===== config.mk =====
export PLATFORM = sky130hd
export DESIGN_NAME = json_string_unescape
export DESIGN_NICKNAME = d
export VERILOG_FILES = /design/src/jsu_pkg.sv /design/src/json_string_unescape.sv
export SDC_FILE = /design/constraint.sdc
export NUM_CORES = 1
export LEC_CHECK = 0
export CAP_MARGIN = 10
export CORE_UTILIZATION = 51
export DETAILED_ROUTE_END_ITERATION = 12
export DONT_BUFFER_PORTS = 1
export PLACE_DENSITY = 0.62
export REMOVE_ABC_BUFFERS = 1
export SETUP_SLACK_MARGIN = 0.05
export SLEW_MARGIN = 0
export SYNTH_ARGS = -nofsm -noshare
export SYNTH_HDL_FRONTEND = slang
export SYNTH_SLANG_ARGS = --single-unit

===== constraint.sdc =====
create_clock -name clk -period 2.9 [get_ports clk]
set_input_delay 0.29 -clock clk [delete_from_list [all_inputs] [get_ports clk]]
set_output_delay 0.29 -clock clk [all_outputs]
set_load 0.03 [all_outputs]

===== src/jsu_pkg.sv =====
package jsu_pkg;

	localparam logic [7:0] CH_BACKSLASH = 8'h5C;
	localparam logic [7:0] CH_QUOTE     = 8'h22;
	localparam logic [7:0] CH_N         = 8'h6E;
	localparam logic [7:0] CH_T         = 8'h74;
	localparam logic [7:0] CH_R         = 8'h72;
	localparam logic [7:0] CH_U         = 8'h75;
	localparam logic [7:0] CH_LF        = 8'h0A;
	localparam logic [7:0] CH_TAB       = 8'h09;
	localparam logic [7:0] CH_CR        = 8'h0D;

	localparam int unsigned MAX_OUT = 5;
	localparam int unsigned CNT_W   = $clog2(MAX_OUT + 1);
	localparam int unsigned HELD_N  = 3;

	typedef enum logic [1:0] {
		MODE_PLAIN = 2'd0,
		MODE_ESC   = 2'd1,
		MODE_HEX   = 2'd2
	} mode_t;

	typedef struct packed {
		logic       ok;
		logic [3:0] val;
	} hex_digit_t;

	function automatic hex_digit_t hex_value(input logic [7:0] c);
		hex_digit_t r;
		r.ok  = 1'b1;
		r.val = 4'd0;
		if (c >= 8'h30 && c <= 8'h39) begin
			r.val = c[3:0];
		end else if ((c >= 8'h61 && c <= 8'h66) || (c >= 8'h41 && c <= 8'h46)) begin
			r.val = c[3:0] + 4'd9;
		end else begin
			r.ok = 1'b0;
		end
		return r;
	endfunction

endpackage


===== src/json_string_unescape.sv =====
// channel   dir  tdata         tlast     notes
// s_axis    in   [7:0] in_byte in_last   one raw string character per transfer
// m_axis    out  [7:0] out_byte out_last one unescaped byte per transfer
//
// one input transfer per cycle; each item is decoded in the cycle it is taken
// and its zero to five output bytes sit in a result register that drains one
// byte per cycle, so a burst of several bytes holds off input until it drains
// a new item is taken in the cycle the last byte of the previous group leaves
// reset returns to plain text with no pending output
// output stalls hold the result register and lower s_tready
module json_string_unescape
	import jsu_pkg::*;
(
	input  logic       clk,
	input  logic       arst_n,
	input  logic       s_tvalid,
	output logic       s_tready,
	input  logic [7:0] s_tdata,   // [7:0] in_byte
	input  logic       s_tlast,   // in_last
	output logic       m_tvalid,
	input  logic       m_tready,
	output logic [7:0] m_tdata,   // [7:0] out_byte
	output logic       m_tlast    // out_last
);

	mode_t            mode_q, mode_d;
	logic [1:0]       hex_q, hex_d;
	logic [7:0]       held_q [HELD_N];

	logic [7:0]       grp_q [MAX_OUT];
	logic [CNT_W-1:0] cnt_q;
	logic             grp_last_q;

	logic [7:0]       nb [MAX_OUT];
	logic [CNT_W-1:0] n;
	logic             held_we;

	logic             s_xfer, m_xfer;
	logic [7:0]       c;
	logic             last;

	hex_digit_t       h0, h1, h2, h3;
	logic [15:0]      code;

	assign c      = s_tdata;
	assign last   = s_tlast;
	assign s_xfer = s_tvalid && s_tready;
	assign m_xfer = m_tvalid && m_tready;

	assign m_tvalid = (cnt_q != '0);
	assign s_tready = (cnt_q == '0) || (m_tready && cnt_q == CNT_W'(1));
	assign m_tdata  = grp_q[0];
	assign m_tlast  = grp_last_q && (cnt_q == CNT_W'(1));

	assign h0   = hex_value(held_q[0]);
	assign h1   = hex_value(held_q[1]);
	assign h2   = hex_value(held_q[2]);
	assign h3   = hex_value(c);
	assign code = {h0.val, h1.val, h2.val, h3.val};

	// next state
	always_comb begin
		mode_d  = MODE_PLAIN;
		hex_d   = hex_q;
		held_we = 1'b0;
		unique case (mode_q)
			MODE_ESC: begin
				if (c == CH_U && !last) begin
					mode_d = MODE_HEX;
					hex_d  = 2'd0;
				end
			end
			MODE_HEX: begin
				if (hex_q != 2'd3) begin
					held_we = 1'b1;
					if (!last) begin
						mode_d = MODE_HEX;
						hex_d  = hex_q + 2'd1;
					end
				end
			end
			default: begin
				if (c == CH_BACKSLASH && !last) begin
					mode_d = MODE_ESC;
				end
			end
		endcase
		if (last || mode_d != MODE_HEX) begin
			hex_d = (mode_d == MODE_HEX) ? hex_d : 2'd0;
		end
	end

	// output group
	always_comb begin
		for (int i = 0; i < MAX_OUT; i++) begin
			nb[i] = c;
		end
		n = '0;
		unique case (mode_q)
			MODE_ESC: begin
				unique case (c)
					CH_N: begin
						n = CNT_W'(1); nb[0] = CH_LF;
					end
					CH_T: begin
						n = CNT_W'(1); nb[0] = CH_TAB;
					end
					CH_R: begin
						n = CNT_W'(1); nb[0] = CH_CR;
					end
					CH_QUOTE, CH_BACKSLASH: begin
						n = CNT_W'(1);
					end
					CH_U: begin
						if (last) begin
							n = CNT_W'(2); nb[0] = CH_BACKSLASH; nb[1] = CH_U;
						end
					end
					default: begin
						n = CNT_W'(2); nb[0] = CH_BACKSLASH;
					end
				endcase
			end
			MODE_HEX: begin
				if (hex_q != 2'd3) begin
					if (last) begin
						n     = CNT_W'(hex_q) + CNT_W'(3);
						nb[0] = CH_BACKSLASH;
						nb[1] = CH_U;
						nb[2] = (hex_q != 2'd0) ? held_q[0] : c;
						nb[3] = (hex_q == 2'd2) ? held_q[1] : c;
					end
				end else if (!(h0.ok && h1.ok && h2.ok && h3.ok)) begin
					// malformed digit: low byte of the code, with bad digits taken as all ones
					n     = CNT_W'(1);
					nb[0] = (h2.ok ? {h2.val, 4'h0} : 8'hF0) | (h3.ok ? {4'h0, h3.val} : 8'hFF);
				end else if (code < 16'd128) begin
					n     = CNT_W'(1);
					nb[0] = code[7:0];
				end else if (code <= 16'h07FF) begin
					n     = CNT_W'(2);
					nb[0] = 8'hC0 | {3'b000, code[10:6]};
					nb[1] = 8'h80 | {2'b00, code[5:0]};
				end else begin
					n     = CNT_W'(3);
					nb[0] = 8'hE0 | {4'h0, code[15:12]};
					nb[1] = 8'h80 | {2'b00, code[11:6]};
					nb[2] = 8'h80 | {2'b00, code[5:0]};
				end
			end
			default: begin
				if (!(c == CH_BACKSLASH && !last)) begin
					n = CNT_W'(1);
				end
			end
		endcase
	end

	always_ff @(posedge clk or negedge arst_n) begin
		if (!arst_n) begin
			mode_q     <= MODE_PLAIN;
			hex_q      <= 2'd0;
			cnt_q      <= '0;
			grp_last_q <= 1'b0;
		end else begin
			if (s_xfer) begin
				mode_q     <= mode_d;
				hex_q      <= hex_d;
				cnt_q      <= n;
				grp_last_q <= last;
			end else if (m_xfer) begin
				cnt_q <= cnt_q - CNT_W'(1);
			end
		end
	end

	always_ff @(posedge clk) begin
		if (s_xfer && held_we) begin
			held_q[hex_q] <= c;
		end
		if (s_xfer) begin
			for (int i = 0; i < MAX_OUT; i++) begin
				grp_q[i] <= nb[i];
			end
		end else if (m_xfer) begin
			for (int i = 0; i < MAX_OUT - 1; i++) begin
				grp_q[i] <= grp_q[i+1];
			end
		end
	end

endmodule


==> qor.txt <==
run status - finished clean
DR vias - 4,493
area post-placement - 0.005371 mm2
DIE WIDTH - 103.2 um
clock root cell - clkbuf_8
Power Density - 573.3 mW/mm2
final hold vios - 0
syn_area_per_cell - 9.366 um2
DR iter-0 viols - 378
area grow syn2layout - 9.720%
top-count cell post-synth - nand2_1
core area - 0.009864 mm2
count of final max-slew check failures - 0
total grt overflow - 0
Place WS - 64.81 ps
row cnt - 36
# port buffers - 0
RSZ-0062 raised after global routing - true
startpoint types - register
Clk Latency, worst-skew pair - 360 ps
Crit Path Class - register to register
largest net degree at the start of global routing - 30
detailed-router iteration count before antenna repair - 6
Slew @ Worst Pin - 686.2 ps
initial core utilization - 0.5298
Crit. End Element - register
setup ws final - 131.5 ps
Detail Route Antenna Nets - 0
Main synth FF type - edfxtp_1
top cell type by total area after synthesis - edfxtp_1
clock buffer count from CTS - 9
diode count - 0
vias in the first global route - 4,330
final instance area - 0.005734 mm2
Sink Count - 72
Setup-failing EPs final - 0
RR Startpoint - held_q[1][1]
Yosys warnings - 0
CP cell instances - inv_1 > ha_1 > nand2b_1 > o211a_1 > a22oi_2 > nand4_1 > o21ai_4 > buf_4 > a211oi_1 > a211o_1
Worst Path Arrival - 2870 ps
full die area - 0.01066 mm2
first-pass GRT wire length - 23,890 um
total global-route track usage - 0.3136
post-detail-place hpwl - 10,990 um
Post-synth top cells - 65 x nand2_1, 64 x edfxtp_1, 42 x a21oi_1
Final min period - 2768 ps
register area share after synthesis - 0.4060
skew final - 12.19 ps
die height - 103.2 um
area fraction of the dominant cell type after synthesis - 0.3677
Total Routed Length - 15,670 um
Mapped Cells - 558
Synth async-reset ratio - 0.1111
Largest stage delay, worst path - 410 ps
ranking of synthesized cells by area - edfxtp_1 37%, ha_1 5.5%, nand2_1 4.7%
Crit-path slowest cell - edfxtp_1
hold crit path type - input port to register
Setup crit start - held_q[1][1]
Max Root-Sink Buffers - 2
crit path max fanout - 6
max-cap violations - 0
# IOs - 24
clk slew on worst S/H paths - 90 ps
HP Start - s_tdata[0]
Avg WL per Cell - 22.19 um
via/cell ratio - 6.364
CTS H-tree depth - 3
Leak Pwr - 2.117 nW
share of layout cells above drive strength 1 - 0.1693
peak supply drop - 437.1 uV
Fill cells - 830
Slew headroom - 0.5416
count of nets after finishing - 604
CP required - 3000 ps
initial antenna violation count - 0
#FFs+latches synth - 72
Max Fclk - 361.2 MHz
synthesized area - 0.005226 mm2
Core Util, Final - 0.5813
number of flops mapped to enable cells by yosys - 64
Yosys cell types - 87
Final Wtd Congestion - 0.9502
drt drc - 0
final period utilization - 0.9546
CTS tree - yes
## repair_timing
action | CTS | global route
hold endpoints to repair | 8 | 0
pin swaps | 1 | 9
resized for setup | 2 | 18
endpoints found under the setup margin | 2 | 15
setup buffers | 0 | 7
hold buffers | 1 | 0
## worst paths after layout
kind | to | slack, ps | cells after the start
setup / recovery | grp_q[0][12] | 130 | 10
hold / removal | held_q[1][0] | 20 | 0
setup reg to reg | grp_q[0][12] | 130 | 10
hold reg to reg | grp_last_q | 480 | 2
max in group asynchronous | hex_q[1] | 2340 | 1
min in group asynchronous | mode_q[0] | 280 | 1
## area by class of cell
class	count	area, um2	share of cell area
timing repair buffer	42	317.8	0.05542
clock inverter	5	57.56	0.01004
inverter	24	90.09	0.01571
clock buffer	11	131.4	0.02291
multi-input combinational	419	2849	0.4968
tap	133	166.4	0.02902
sequential	72	2122	0.3701
## worst max-delay path, delay by kind of cell (launching register included)
| family | cells | cell delay, ps |
|---|---|---|
| fa+ha+maj | 1 | 200 |
| flops | 1 | 410 |
| buf+inv | 2 | 260 |
| simple gates | 2 | 440 |
| compound gates | 5 | 1180 |
## power by group
part	switching [mW]	total [mW]	internal, mW	leakage, nW
combinational	0.514	0.776	0.262	1.32
clock	0.403	0.799	0.396	0.0856
sequential	0.205	1.71	1.51	0.708
total	1.12	3.29	2.17	2.12
## stage by stage
| step | TNS [ps] | hold WS, ps | std cells | power [mW] |
|---|---|---|---|---|
| after detailed placement | 0 | -5.261 | 682 | 2.504 |
| after global routing | 0 | 6.471 | 706 | 3.465 |
| after CTS | 0 | 10.63 | 699 | 3.294 |
| after floorplan | -386.3 | -5.591 | 515 | 2.222 |
| after global placement | 0 | -5.313 | 682 | 2.497 |
| final | 0 | 17.15 | 706 | 3.288 |
## cells by family (layout without fill, tap and decap cells)
logic type | Yosys count | in the layout | synth area share
AO/OA/AOI/OAI | 175 | 175 | 0.2265
XOR/XNOR | 2 | 2 | 0.003352
adder cells (fa/ha/maj) | 23 | 23 | 0.05506
buffers and inverters | 67 | 82 | 0.07015
flip-flops | 72 | 72 | 0.4060
multiplexers | 14 | 14 | 0.02825
AND/OR/NAND/NOR | 205 | 205 | 0.2107
## routing by layer
| layer | vias to the layer above | routed length (um) | GRT usage |
|---|---|---|---|
| met4 | 0 | 518 | 0.1571 |
| li1 | 2103 | - | - |
| met5 | - | 0 | 0 |
| met3 | 37 | 1283 | 0.06586 |
| met1 | 2147 | 6634 | 0.4201 |
| met2 | 206 | 7231 | 0.4836 |
## cell usage in the layout (no fill, tap or decap), types with 6 or more instances in the layout
master,netlist,layout
clkbuf_8,6,9
a31oi_1,10,10
o21ai_0,31,31
nand2_1,65,65
nor2_1,36,36
buf_4,8,41
nand3_1,25,24
nand2b_1,6,6
o22ai_1,7,7
mux2i_1,11,10
inv_1,23,22
a21oi_1,42,42
nor3_1,6,6
edfxtp_1,64,64
nor2b_1,12,12
dfrtp_1,8,8
o21ai_1,13,13
ha_1,23,23
## flip-flops by register name (all words and copies together) (netlist names)
| name | cells |
|---|---|
| grp_last_q | 1 |
| hex_q | 2 |
| mode_q | 2 |
| grp_q | 40 |
| held_q | 24 |
| cnt_q | 3 |
No activity file was read; power rests on OpenSTA's default activity.
